## src/hdl/ppmc_pkg.sv

```systemverilog
// ----------------------------------------------------------------------------
// ppmc_pkg
// Shared constants, types and helpers for the page permission map checker.
// ----------------------------------------------------------------------------
package ppmc_pkg;

   localparam int PAGE_SHIFT = 12;
   // page count is a power of two, so the page index is a mask of the page number
   localparam int NUM_PAGES  = 1048576;
   localparam int PAGE_BITS  = $clog2(NUM_PAGES);

   typedef logic [PAGE_BITS-1:0] page_type;

   localparam page_type PAGE_LAST = page_type'(NUM_PAGES - 1);

   localparam logic [2:0] FUNC_REG   = 3'd0;
   localparam logic [2:0] FUNC_UNREG = 3'd1;
   localparam logic [2:0] FUNC_READ  = 3'd2;
   localparam logic [2:0] FUNC_WRITE = 3'd3;
   localparam logic [2:0] FUNC_EXEC  = 3'd4;

   localparam logic [3:0] PERM_NONE = 4'h0;
   localparam logic [3:0] PERM_R    = 4'h1;
   localparam logic [3:0] PERM_W    = 4'h2;
   localparam logic [3:0] PERM_X    = 4'h4;
   localparam logic [3:0] PERM_A    = 4'h8;

   localparam logic [1:0] KIND_NONE    = 2'd0;
   localparam logic [1:0] KIND_AV      = 2'd1;
   localparam logic [1:0] KIND_GUARD   = 2'd2;
   localparam logic [1:0] KIND_ANOMALY = 2'd3;

   typedef struct packed {
      logic found;
      logic mism;
      logic chg;
      logic unset;
   } flags_type;

   typedef struct packed {
      logic        precheck;
      logic [1:0]  fault_kind;
      logic [31:0] fault_addr;
      flags_type   flags;
   } result_type;

   typedef struct packed {
      logic       rd_en;
      page_type   rd_addr;
      logic       wr_en;
      page_type   wr_addr;
      logic [3:0] wr_data;
   } mem_req_type;

   function automatic page_type page_of(input logic [31:0] addr);
      logic [31:0] vpn;
      vpn = addr >> PAGE_SHIFT;
      return vpn[PAGE_BITS-1:0];
   endfunction

endpackage

```

## src/hdl/ppmc_req_if.sv

```systemverilog
// ----------------------------------------------------------------------------
// ppmc_req_if
// Request channel: operation code, address, range size, mask and pc.
// ----------------------------------------------------------------------------
interface ppmc_req_if;
   logic        valid;
   logic        ready;
   logic [2:0]  func;
   logic [31:0] address;
   logic [31:0] range_size;
   logic [3:0]  new_perm;
   logic [31:0] pc;

   modport source (output valid, output func, output address, output range_size,
                   output new_perm, output pc, input ready);
   modport sink   (input valid, input func, input address, input range_size,
                   input new_perm, input pc, output ready);
endinterface

```

## src/hdl/ppmc_rsp_if.sv

```systemverilog
// ----------------------------------------------------------------------------
// ppmc_rsp_if
// Response channel: check verdict and range operation flags.
// ----------------------------------------------------------------------------
interface ppmc_rsp_if;
   logic        valid;
   logic        ready;
   logic        precheck;
   logic [1:0]  fault_kind;
   logic [31:0] fault_addr;
   logic        page_found;
   logic        page_mismatch;
   logic        perm_changed;
   logic        unset_seen;

   modport source (output valid, output precheck, output fault_kind, output fault_addr,
                   output page_found, output page_mismatch, output perm_changed,
                   output unset_seen, input ready);
   modport sink   (input valid, input precheck, input fault_kind, input fault_addr,
                   input page_found, input page_mismatch, input perm_changed,
                   input unset_seen, output ready);
endinterface

```

## src/hdl/ppmc_eval.sv

```systemverilog
// ----------------------------------------------------------------------------
// ppmc_eval
// Verdict logic: check faults from one page mask, range flags merged with
// the flags gathered over earlier pages.
// ----------------------------------------------------------------------------
module ppmc_eval (
   input  logic [2:0]           func,
   input  logic [31:0]          address,
   input  logic [3:0]           new_perm,
   input  logic [31:0]          pc,
   input  logic [3:0]           mask,
   input  ppmc_pkg::flags_type  acc,
   output ppmc_pkg::result_type result
);
   import ppmc_pkg::*;

   logic [3:0] right;

   assign right = (func == FUNC_READ) ? PERM_R : PERM_W;

   always_comb begin
      result = '0;
      case (func)
         FUNC_REG: begin
            result.flags.found = acc.found | (mask != PERM_NONE);
            result.flags.mism  = acc.mism | ((mask != PERM_NONE) && (mask != new_perm));
            result.flags.chg   = acc.chg | (mask != new_perm);
         end
         FUNC_UNREG: begin
            result.flags.unset = acc.unset | (mask == PERM_NONE);
         end
         FUNC_READ, FUNC_WRITE: begin
            result.precheck = ((mask & (right | PERM_A)) == PERM_NONE);
            if (mask == PERM_NONE) begin
               result.fault_kind = KIND_AV;
               result.fault_addr = pc;
            end else if ((mask & PERM_A) == PERM_NONE) begin
               result.fault_kind = KIND_ANOMALY;
            end else if ((mask & right) == PERM_NONE) begin
               result.fault_kind = KIND_AV;
               result.fault_addr = (func == FUNC_READ) ? address : pc;
            end
         end
         FUNC_EXEC: begin
            result.precheck = ((mask & (PERM_X | PERM_A)) == PERM_NONE);
            if ((mask & PERM_A) == PERM_NONE) begin
               result.fault_kind = KIND_GUARD;
               result.fault_addr = pc;
            end else if ((mask & PERM_X) == PERM_NONE) begin
               result.fault_kind = KIND_AV;
               result.fault_addr = pc;
            end
         end
         default: begin
            result = '0;
         end
      endcase
   end

endmodule

```

## src/hdl/ppmc_seq.sv

```systemverilog
// ----------------------------------------------------------------------------
// ppmc_seq
// Sequencer: clearing pass after reset, single-page lookups, and the
// read-modify-write walk over a page range, with the response register.
// ----------------------------------------------------------------------------
module ppmc_seq (
   input  logic                  clock,
   input  logic                  reset,
   ppmc_req_if.sink              req_bus,
   ppmc_rsp_if.source            rsp_bus,
   output ppmc_pkg::mem_req_type mem_req,
   input  logic [3:0]            rd_data
);
   import ppmc_pkg::*;

   typedef enum logic [3:0] {
      ST_CLEAR = 4'b0001,
      ST_IDLE  = 4'b0010,
      ST_LOOK  = 4'b0100,
      ST_WALK  = 4'b1000
   } state_type;

   state_type   state_ff, state_in;
   page_type    cur_ff, cur_in;
   page_type    last_ff, last_in;
   logic [2:0]  func_ff, func_in;
   logic [31:0] addr_ff, addr_in;
   logic [3:0]  perm_ff, perm_in;
   logic [31:0] pc_ff, pc_in;
   flags_type   acc_ff, acc_in;
   logic        rsp_valid_ff, rsp_valid_in;
   result_type  rsp_data_ff, rsp_data_in;

   result_type  eval_res;
   logic        accept;
   logic        out_free;
   logic        load_out;
   page_type    start_page;
   page_type    end_page;

   ppmc_eval u_eval (
      .func     (func_ff),
      .address  (addr_ff),
      .new_perm (perm_ff),
      .pc       (pc_ff),
      .mask     (rd_data),
      .acc      (acc_ff),
      .result   (eval_res)
   );

   assign req_bus.ready = (state_ff == ST_IDLE);
   assign accept        = req_bus.valid & req_bus.ready;
   assign out_free      = ~rsp_valid_ff | rsp_bus.ready;
   assign start_page    = page_of(req_bus.address);
   assign end_page      = (req_bus.range_size == 32'd0) ? start_page :
                          page_of(req_bus.address + req_bus.range_size - 32'd1);

   always_comb begin
      state_in = state_ff;
      cur_in   = cur_ff;
      last_in  = last_ff;
      func_in  = func_ff;
      addr_in  = addr_ff;
      perm_in  = perm_ff;
      pc_in    = pc_ff;
      acc_in   = acc_ff;
      load_out = 1'b0;
      mem_req  = '0;
      case (state_ff)
         ST_CLEAR: begin
            mem_req.wr_en   = 1'b1;
            mem_req.wr_addr = cur_ff;
            mem_req.wr_data = PERM_NONE;
            cur_in          = cur_ff + page_type'(1);
            if (cur_ff == PAGE_LAST) begin
               state_in = ST_IDLE;
            end
         end
         ST_IDLE: begin
            if (accept) begin
               func_in         = req_bus.func;
               addr_in         = req_bus.address;
               perm_in         = req_bus.new_perm;
               pc_in           = req_bus.pc;
               acc_in          = '0;
               cur_in          = start_page;
               last_in         = end_page;
               mem_req.rd_en   = 1'b1;
               mem_req.rd_addr = start_page;
               if ((req_bus.func == FUNC_REG) || (req_bus.func == FUNC_UNREG)) begin
                  state_in = ST_WALK;
               end else begin
                  state_in = ST_LOOK;
               end
            end
         end
         ST_LOOK: begin
            if (out_free) begin
               load_out = 1'b1;
               state_in = ST_IDLE;
            end
         end
         ST_WALK: begin
            // write back the current page, whose mask the store has read, and read the next page unless it is the last
            mem_req.wr_en   = 1'b1;
            mem_req.wr_addr = cur_ff;
            mem_req.wr_data = (func_ff == FUNC_REG) ? perm_ff : PERM_NONE;
            if (cur_ff == last_ff) begin
               if (out_free) begin
                  load_out = 1'b1;
                  state_in = ST_IDLE;
               end
            end else begin
               acc_in          = eval_res.flags;
               cur_in          = cur_ff + page_type'(1);
               mem_req.rd_en   = 1'b1;
               mem_req.rd_addr = cur_ff + page_type'(1);
            end
         end
         default: begin
            state_in = ST_CLEAR;
         end
      endcase
   end

   assign rsp_valid_in = load_out | (rsp_valid_ff & ~rsp_bus.ready);
   assign rsp_data_in  = load_out ? eval_res : rsp_data_ff;

   always_ff @(posedge clock) begin
      if (reset) begin
         state_ff     <= ST_CLEAR;
         cur_ff       <= '0;
         rsp_valid_ff <= 1'b0;
      end else begin
         state_ff     <= state_in;
         cur_ff       <= cur_in;
         rsp_valid_ff <= rsp_valid_in;
      end
   end

   always_ff @(posedge clock) begin
      last_ff     <= last_in;
      func_ff     <= func_in;
      addr_ff     <= addr_in;
      perm_ff     <= perm_in;
      pc_ff       <= pc_in;
      acc_ff      <= acc_in;
      rsp_data_ff <= rsp_data_in;
   end

   assign rsp_bus.valid         = rsp_valid_ff;
   assign rsp_bus.precheck      = rsp_data_ff.precheck;
   assign rsp_bus.fault_kind    = rsp_data_ff.fault_kind;
   assign rsp_bus.fault_addr    = rsp_data_ff.fault_addr;
   assign rsp_bus.page_found    = rsp_data_ff.flags.found;
   assign rsp_bus.page_mismatch = rsp_data_ff.flags.mism;
   assign rsp_bus.perm_changed  = rsp_data_ff.flags.chg;
   assign rsp_bus.unset_seen    = rsp_data_ff.flags.unset;

   // read and write of one cycle never hit the same page
   a_no_rw_overlap: assert property (@(posedge clock) disable iff (reset)
      (mem_req.rd_en && mem_req.wr_en) |-> (mem_req.rd_addr != mem_req.wr_addr))
      else $error("read and write collide on one page");

   a_accept_starts_work: assert property (@(posedge clock) disable iff (reset)
      accept |=> ((state_ff == ST_LOOK) || (state_ff == ST_WALK)))
      else $error("accepted beat did not start work");

   a_no_rsp_in_clear: assert property (@(posedge clock) disable iff (reset)
      (state_ff == ST_CLEAR) |-> !rsp_valid_ff)
      else $error("response during clearing pass");

   a_walk_writes: assert property (@(posedge clock) disable iff (reset)
      (state_ff == ST_WALK) |-> mem_req.wr_en)
      else $error("range walk without write back");

endmodule

```

## src/flat_wrapper.sv

```systemverilog
// flat-port wrapper written by rule: the top's interface ports become plain ports
module ppmc_seq_flat import ppmc_pkg::*;
  (clock, reset, mem_req, rd_data, req_bus_valid, req_bus_func, req_bus_address, req_bus_range_size, req_bus_new_perm, req_bus_pc, req_bus_ready, rsp_bus_valid, rsp_bus_precheck, rsp_bus_fault_kind, rsp_bus_fault_addr, rsp_bus_page_found, rsp_bus_page_mismatch, rsp_bus_perm_changed, rsp_bus_unset_seen, rsp_bus_ready);
  ppmc_req_if req_bus_i ();
  ppmc_rsp_if rsp_bus_i ();
  input  logic clock;
  input  logic reset;
  output ppmc_pkg::mem_req_type mem_req;
  input  logic [3:0] rd_data;
  input wire logic [$bits(req_bus_i.valid)-1:0] req_bus_valid;
  input wire logic [$bits(req_bus_i.func)-1:0] req_bus_func;
  input wire logic [$bits(req_bus_i.address)-1:0] req_bus_address;
  input wire logic [$bits(req_bus_i.range_size)-1:0] req_bus_range_size;
  input wire logic [$bits(req_bus_i.new_perm)-1:0] req_bus_new_perm;
  input wire logic [$bits(req_bus_i.pc)-1:0] req_bus_pc;
  output wire logic [$bits(req_bus_i.ready)-1:0] req_bus_ready;
  output wire logic [$bits(rsp_bus_i.valid)-1:0] rsp_bus_valid;
  output wire logic [$bits(rsp_bus_i.precheck)-1:0] rsp_bus_precheck;
  output wire logic [$bits(rsp_bus_i.fault_kind)-1:0] rsp_bus_fault_kind;
  output wire logic [$bits(rsp_bus_i.fault_addr)-1:0] rsp_bus_fault_addr;
  output wire logic [$bits(rsp_bus_i.page_found)-1:0] rsp_bus_page_found;
  output wire logic [$bits(rsp_bus_i.page_mismatch)-1:0] rsp_bus_page_mismatch;
  output wire logic [$bits(rsp_bus_i.perm_changed)-1:0] rsp_bus_perm_changed;
  output wire logic [$bits(rsp_bus_i.unset_seen)-1:0] rsp_bus_unset_seen;
  input wire logic [$bits(rsp_bus_i.ready)-1:0] rsp_bus_ready;
  assign req_bus_i.valid = req_bus_valid;
  assign req_bus_i.func = req_bus_func;
  assign req_bus_i.address = req_bus_address;
  assign req_bus_i.range_size = req_bus_range_size;
  assign req_bus_i.new_perm = req_bus_new_perm;
  assign req_bus_i.pc = req_bus_pc;
  assign req_bus_ready = req_bus_i.ready;
  assign rsp_bus_valid = rsp_bus_i.valid;
  assign rsp_bus_precheck = rsp_bus_i.precheck;
  assign rsp_bus_fault_kind = rsp_bus_i.fault_kind;
  assign rsp_bus_fault_addr = rsp_bus_i.fault_addr;
  assign rsp_bus_page_found = rsp_bus_i.page_found;
  assign rsp_bus_page_mismatch = rsp_bus_i.page_mismatch;
  assign rsp_bus_perm_changed = rsp_bus_i.perm_changed;
  assign rsp_bus_unset_seen = rsp_bus_i.unset_seen;
  assign rsp_bus_i.ready = rsp_bus_ready;
  ppmc_seq u_core (.clock(clock), .reset(reset), .req_bus(req_bus_i), .rsp_bus(rsp_bus_i), .mem_req(mem_req), .rd_data(rd_data));
endmodule
```

## config.mk

```make
export PLATFORM = sky130hd
export DESIGN_NAME = ppmc_seq_flat
export DESIGN_NICKNAME = d
export VERILOG_FILES = /design/src/hdl/ppmc_pkg.sv /design/src/hdl/ppmc_req_if.sv /design/src/hdl/ppmc_rsp_if.sv /design/src/hdl/ppmc_eval.sv /design/src/hdl/ppmc_seq.sv /design/src/flat_wrapper.sv
export SDC_FILE = /design/constraint.sdc
export NUM_CORES = 1
export LEC_CHECK = 0
export BUFFER_PORTS_ARGS = -buffer_cell sky130_fd_sc_hd__buf_4
export CAP_MARGIN = 10
export CORE_MARGIN = 3
export CORE_UTILIZATION = 52
export CTS_BUF_LIST = sky130_fd_sc_hd__clkbuf_8
export DETAILED_ROUTE_END_ITERATION = 7
export PLACE_DENSITY = 0.8
export SKIP_LAST_GASP = 1
export SLEW_MARGIN = 25
export SYNTH_ARGS = -nofsm -noshare
export SYNTH_HDL_FRONTEND = slang
export SYNTH_SLANG_ARGS = --single-unit
```

## constraint.sdc

```tcl
create_clock -name clock -period 4.81 [get_ports clock]
set_clock_uncertainty 0.05 [all_clocks]
set_input_delay 0.962 -clock clock [delete_from_list [all_inputs] [get_ports clock]]
set_output_delay 0.962 -clock clock [all_outputs]
set_load 0.01 [all_outputs]
```

Word level (Yosys, flattened, before mapping)
Index checks and enable logic that the tools add are counted.
{"block": "word_totals", "elab_cells": 101, "ff_bits": 159, "in_bits": 111, "output_inout_bits": 87}
{"block": "op_classes", "bitwise_logic": 12, "reduce_logical": 19, "addsub": 3, "muxes": 32, "n_eq_ne": 16}
{"cell": "$pmux W35 S2", "count": 1}
{"cell": "$mux W34", "count": 2}
{"cell": "$mux W33", "count": 2}
{"cell": "$mux W32", "count": 2}
{"cell": "$mux W20", "count": 3}
{"cell": "$pmux W20 S3", "count": 1}
{"cell": "$pmux W25 S2", "count": 1}
{"cell": "$mux W21", "count": 2}
{"cell": "$pmux W21 S2", "count": 1}
{"cell": "$add A32 B32 Y32", "count": 1}
{"cell": "$logic_not A32 Y1", "count": 1}
{"cell": "$mux W4", "count": 8}
{"cell": "$sub A32 B1 Y32 const B", "count": 1}
{"cell": "$logic_not A4 Y1", "count": 6}
{"cell": "$add A20 B1 Y20 const B", "count": 1}
{"cell": "$eq A20 B20 Y1", "count": 1}
{"cell": "$eq A20 B20 Y1 const B", "count": 1}
{"cell": "$pmux W4 S4", "count": 1}
{"cell": "$reduce_and A3 Y1", "count": 3}
{"cell": "$pmux W4 S2", "count": 1}
{"cell": "$eq A3 B1 Y1 const B", "count": 2}
{"cell": "$eq A3 B2 Y1 const B", "count": 2}
{"cell": "$logic_not A3 Y1", "count": 2}
{"cell": "$or A1 B1 Y1", "count": 6}
{"cell": "23 further kinds", "count": 30}

Logic depth before layout (Yosys ltp)
{"block": "depth", "depth_word": 8, "mapped_depth": 13, "ltp_nobuf": 12}

Cells and area by module
From an unflattened synthesis, not the netlist that was laid out.
{"block": "unflattened", "hier_cells": 1128, "area_unflattened_um2": 10376.2}
{"mod": "ppmc_seq", "seq_area_each_um2": 4524.3, "cells_per_inst": 942, "n_inst": 1, "area_per_inst_um2": 9230.1}
{"mod": "ppmc_eval", "seq_area_each_um2": 0.0, "cells_per_inst": 186, "n_inst": 1, "area_per_inst_um2": 1146.1}

Least setup slack after synthesis
OpenSTA, ideal clock, no wires.
{"block": "synth_path", "kind": "register -> output", "from": "register u_core.state_ff[1]", "to": "output mem_req[25] (netlist bit)", "required_ns": 3.798, "n_path_buf": 3, "arrival_time_ns": 3.728, "stages_incl_launch_ff": 11, "setup_slack_ns": 0.070, "cell_sequence": "dfxtp_1 buf_2 inv_1 or4_1 clkbuf_1 inv_1 buf_2 nand2_1 inv_1 nand2_1 o21ai_0"}
{"element": "from (decl)", "line_no": "ppmc_seq.sv:23", "text": "state_type state_ff, state_in;"}
{"element": "from (signal assigned)", "line_no": "ppmc_seq.sv:135", "text": "state_ff <= state_in;"}
{"element": "to (decl)", "line_no": "flat_wrapper.sv:8", "text": "output ppmc_pkg::mem_req_type mem_req;"}

==> metrics.md <==
| Metric | Value |
|---|---|
| Post-DR vias/cell | around 5.7 |
| 1st-iter DRT viols | just under 700 |
| Routed len/inst | ~18 µm |
| Fin crit period | ~4.2 ns |
| Largest net degree at the start of global routing | roughly 70 |
| Total Routed Length | ~25000 µm |
| Multiplexer share of the synthesized area | 0.01344 |
| Most frequent cell after synthesis | edfxtp_1 |
| Post-DP HPWL | 18960 µm |
| GR Overflow Total | 0 |
| H-Tree Depth | 4 |
| Vias in the first global route | a little over 7000 |
| Non-Filler Instances | ~1400 |
| First-pass DRT Iterations | 7 |
| Core ar. | 17480 µm² |
| Sequential Area | roughly 4500 µm² |
| Compound-cell area share of the yosys netlist | 0.1475 |
| Initial core utilization | 0.5382 |
| Multi-input gate area | ~4200 µm² |
| Vias | 7650 |
| Final setup violation count | 0 |
| Share of layout cells above drive strength 1 | 0.2351 |
| Hold path cells | 1 |
| Fin. Hold Viols | 0 |
| Row cnt | between 40 and 50 |
| CTS Hold Buffers Added | 0 |
| CP Data Arrival Time | roughly 3.2 ns |
| # placed instances | ~1300 |
| CP startpoint kind | flip-flop |
| Xor and xnor fraction of the mapped netlist area | 0.05587 |
| P&R area growth vs syn | 21.42% |
| Yosys top cell by area | edfxtp_1 |
| Top cells by area, synth | edfxtp_1, ha_1, dfxtp_1 |
| Die height | around 140 µm |
| R2R cell count | 7 |
| Max IR drop VDD | 0.0001853 V |
| Number of synthesized flops with an enable pin | between 100 and 150 |
| Max-cap viol count | 0 |
| LEAKAGE | slightly below 5 nW |
| Fill count | ~1400 |
| Worst-Margin Slew | between 0.8 and 0.9 ns |
| Clock latency on the worst-skew pair | around 0.45 ns |
| Mean Syn Cell Area | 10.01 µm² |
| Async S/R FF share, synth | 0 |
| Reg2reg setup slack | 1.22 ns |
| DRC viols | 0 |
| FF+latch count, synth | between 150 and 200 |
| Adder-cell area share of the yosys netlist | 0.07982 |
| Die Wd | ~140 µm |
| Postcts setup bufs | 0 |
| Status | completed |
| Synth Cell Area | between 9000 and 10000 µm² |
| GP Congestion | a little under 0.9 |
| CP required | between 3 and 4 ns |
| Sinks on Clock Net | 159 |
| I/O Buffers | 197 |
| RSZ-0062 raised after global routing | no |
| Hold Path Origin | u_core.addr_ff[4]$_DFFE_PP_ |
| Reg-to-Reg End | u_core.pc_ff[29]$_DFFE_PP_ |
| WS Path Type | reg -> out |
| CP endpoint kind | primary output |
| Seq/Total Area, Yosys | 0.4810 |
| Main synth FF type | edfxtp_1 |
| Largest family of logic cells by synthesized area | compound AO/OA/AOI/OAI gates |
| Post-synth top area share | 0.4278 |
| Slew Limit Fails | 0 |
| Die area | between 15000 and 20000 µm² |
| Slew HR | 0.4090 |
| Simple-gate share of the synthesized area | 0.1446 |
| Post_cts resized | 0 |
| Initial antenna violation count | 0 |
| Antenna diode count | 0 |
| Tcrit/Tclk final | 0.8823 |
| Post-synth top cells | edfxtp_1, inv_1, nand2_1, ha_1, nor2_1 |
| Post-synth cell types | 68 |
| Syn_nets | between 1000 and 1500 |
| Clock Root Buffer | clkbuf_8 |
| Post-synthesis cell count | 940 |
| Crit path max fanout | 24 |
| Worst-path clk slew | 0.10 ns |
| CTS tree | yes |
| Tot GR Track Use | 0.2437 |
| Nets | between 1000 and 1500 |
| Ys Warns | 0 |
| First-pass GRT wire length | 37940 µm |
| Hold Path Sink | u_core.rsp_bus.fault_addr[4]$_DFFE_PP_ |
| I/O pin count | slightly below 200 |
| Setup TNS | 0 ns |
| Hold Crit Class | reg -> reg |
| Maximum clock frequency | roughly 0.24 GHz |
| Worst r2r src | u_core.state_ff[1]$_SDFFE_PP0P_ |
| Cts bufs inserted | 17 |
| PwrDens | between 200 and 300 nW/µm² |
| Detail Route Antenna Nets | 0 |
| Bufs on Longest Clock Path | 2 |
## how the worst max path moves through the flow
stage	start	end	slack, ns
4_1_cts	u_core.state_ff[2]$_SDFFE_PP0P_	mem_req[25]	0.64
5_1_grt	u_core.state_ff[2]$_SDFFE_PP0P_	mem_req[25]	0.37
3_3_place_gp	req_bus_address[13]	u_core.last_ff[14]$_DFFE_PP_	1.04
6_report	u_core.state_ff[2]$_SDFFE_PP0P_	mem_req[25]	0.57
3_5_place_dp	req_bus_address[13]	u_core.last_ff[14]$_DFFE_PP_	0.91
2_1_floorplan	u_core.state_ff[1]$_SDFFE_PP0P_	mem_req[25]	0.07
## per-stage QoR
step	hold WS, ns	util	power [mW]	instance area [µm²]	worst slack [ns]
final	0.4820	0.6534	3.066	11420	0.5660
after global routing	0.5009	0.6534	3.193	11420	0.3713
after CTS	0.4850	0.6515	3.064	11390	0.6359
after detailed placement	0.4685	0.6297	2.124	11000	0.9086
after global placement	0.4636	0.6296	2.111	11000	1.038
after floorplan	0.4619	-	1.933	9405	0.07028
## cell usage in the layout (no fill, tap or decap), drive strengths merged, types with 4 or more instances in the layout
cell and count:
mux2i 10, xor2 20, a21o 12, a22o 34, dfxtp 25, a21boi 4
nand3 22, buf 206, xnor2 40, edfxtp 134, and2 24, o21a 4
a21oi 32, nor4 16, nand2b 6, or4 5, and3 8, clkinv 4
nor2b 10, nand2 82, o22ai 19, nor3b 5, inv 139, nor2 55
a22oi 11, nor3 10, o31ai 7, clkbuf 17, nand4 13, o21ai 55
ha 60, o211ai 4
## critical path, stage by stage, from the launching register on
cell      delay [ns]
dfxtp_1         0.62
or4_1           0.18
buf_4           0.24
inv_1           0.08
nand2_1         0.52
clkinv_2        0.59
nand2_1         0.25
o21ai_0         0.12
buf_4           0.18
## final cells by class
cell class                 instances  area share
clock inverter                    15     0.01293
clock buffer                      17     0.02049
inverter                         132     0.04350
sequential                       159      0.3962
multi-input combinational        598      0.3651
tap                              225     0.02465
timing repair buffer             206      0.1372
## state kept, by name, summed over array words and instances, names as in the netlist, 2 cells and up
name,count
u_core.acc_ff,4
u_core.addr_ff,32
u_core.cur_ff,20
u_core.func_ff,3
u_core.last_ff,20
u_core.pc_ff,32
u_core.perm_ff,4
u_core.rsp_bus.fault_addr,32
u_core.rsp_bus.fault_kind,2
u_core.state_ff,4
## where the power goes
group	leakage (nW)	internal, mW	switching, mW	total, mW
Clock	0.187	0.425	0.537	0.962
Sequential	1.41	1.51	0.0149	1.52
Combinational	3.29	0.265	0.317	0.582
Total	4.89	2.20	0.870	3.07
## metal layers
metal	share of wire	track usage	wire length (µm)	up-vias
met5	0	0	0	-
li1	-	-	-	3657
met1	0.43	0.3402	10560	3591
met3	0.080	0.03926	1973	50
met4	0.026	0.08006	642	0
met2	0.47	0.3906	11540	352
## cells by family after synthesis
logic type,after synthesis
AND/OR/NAND/NOR,264
adder cells (fa/ha/maj),60
XOR/XNOR,60
buffers and inverters,183
flip-flops,159
AO/OA/AOI/OAI,202
multiplexers,12
No activity file was read; power rests on OpenSTA's default activity.
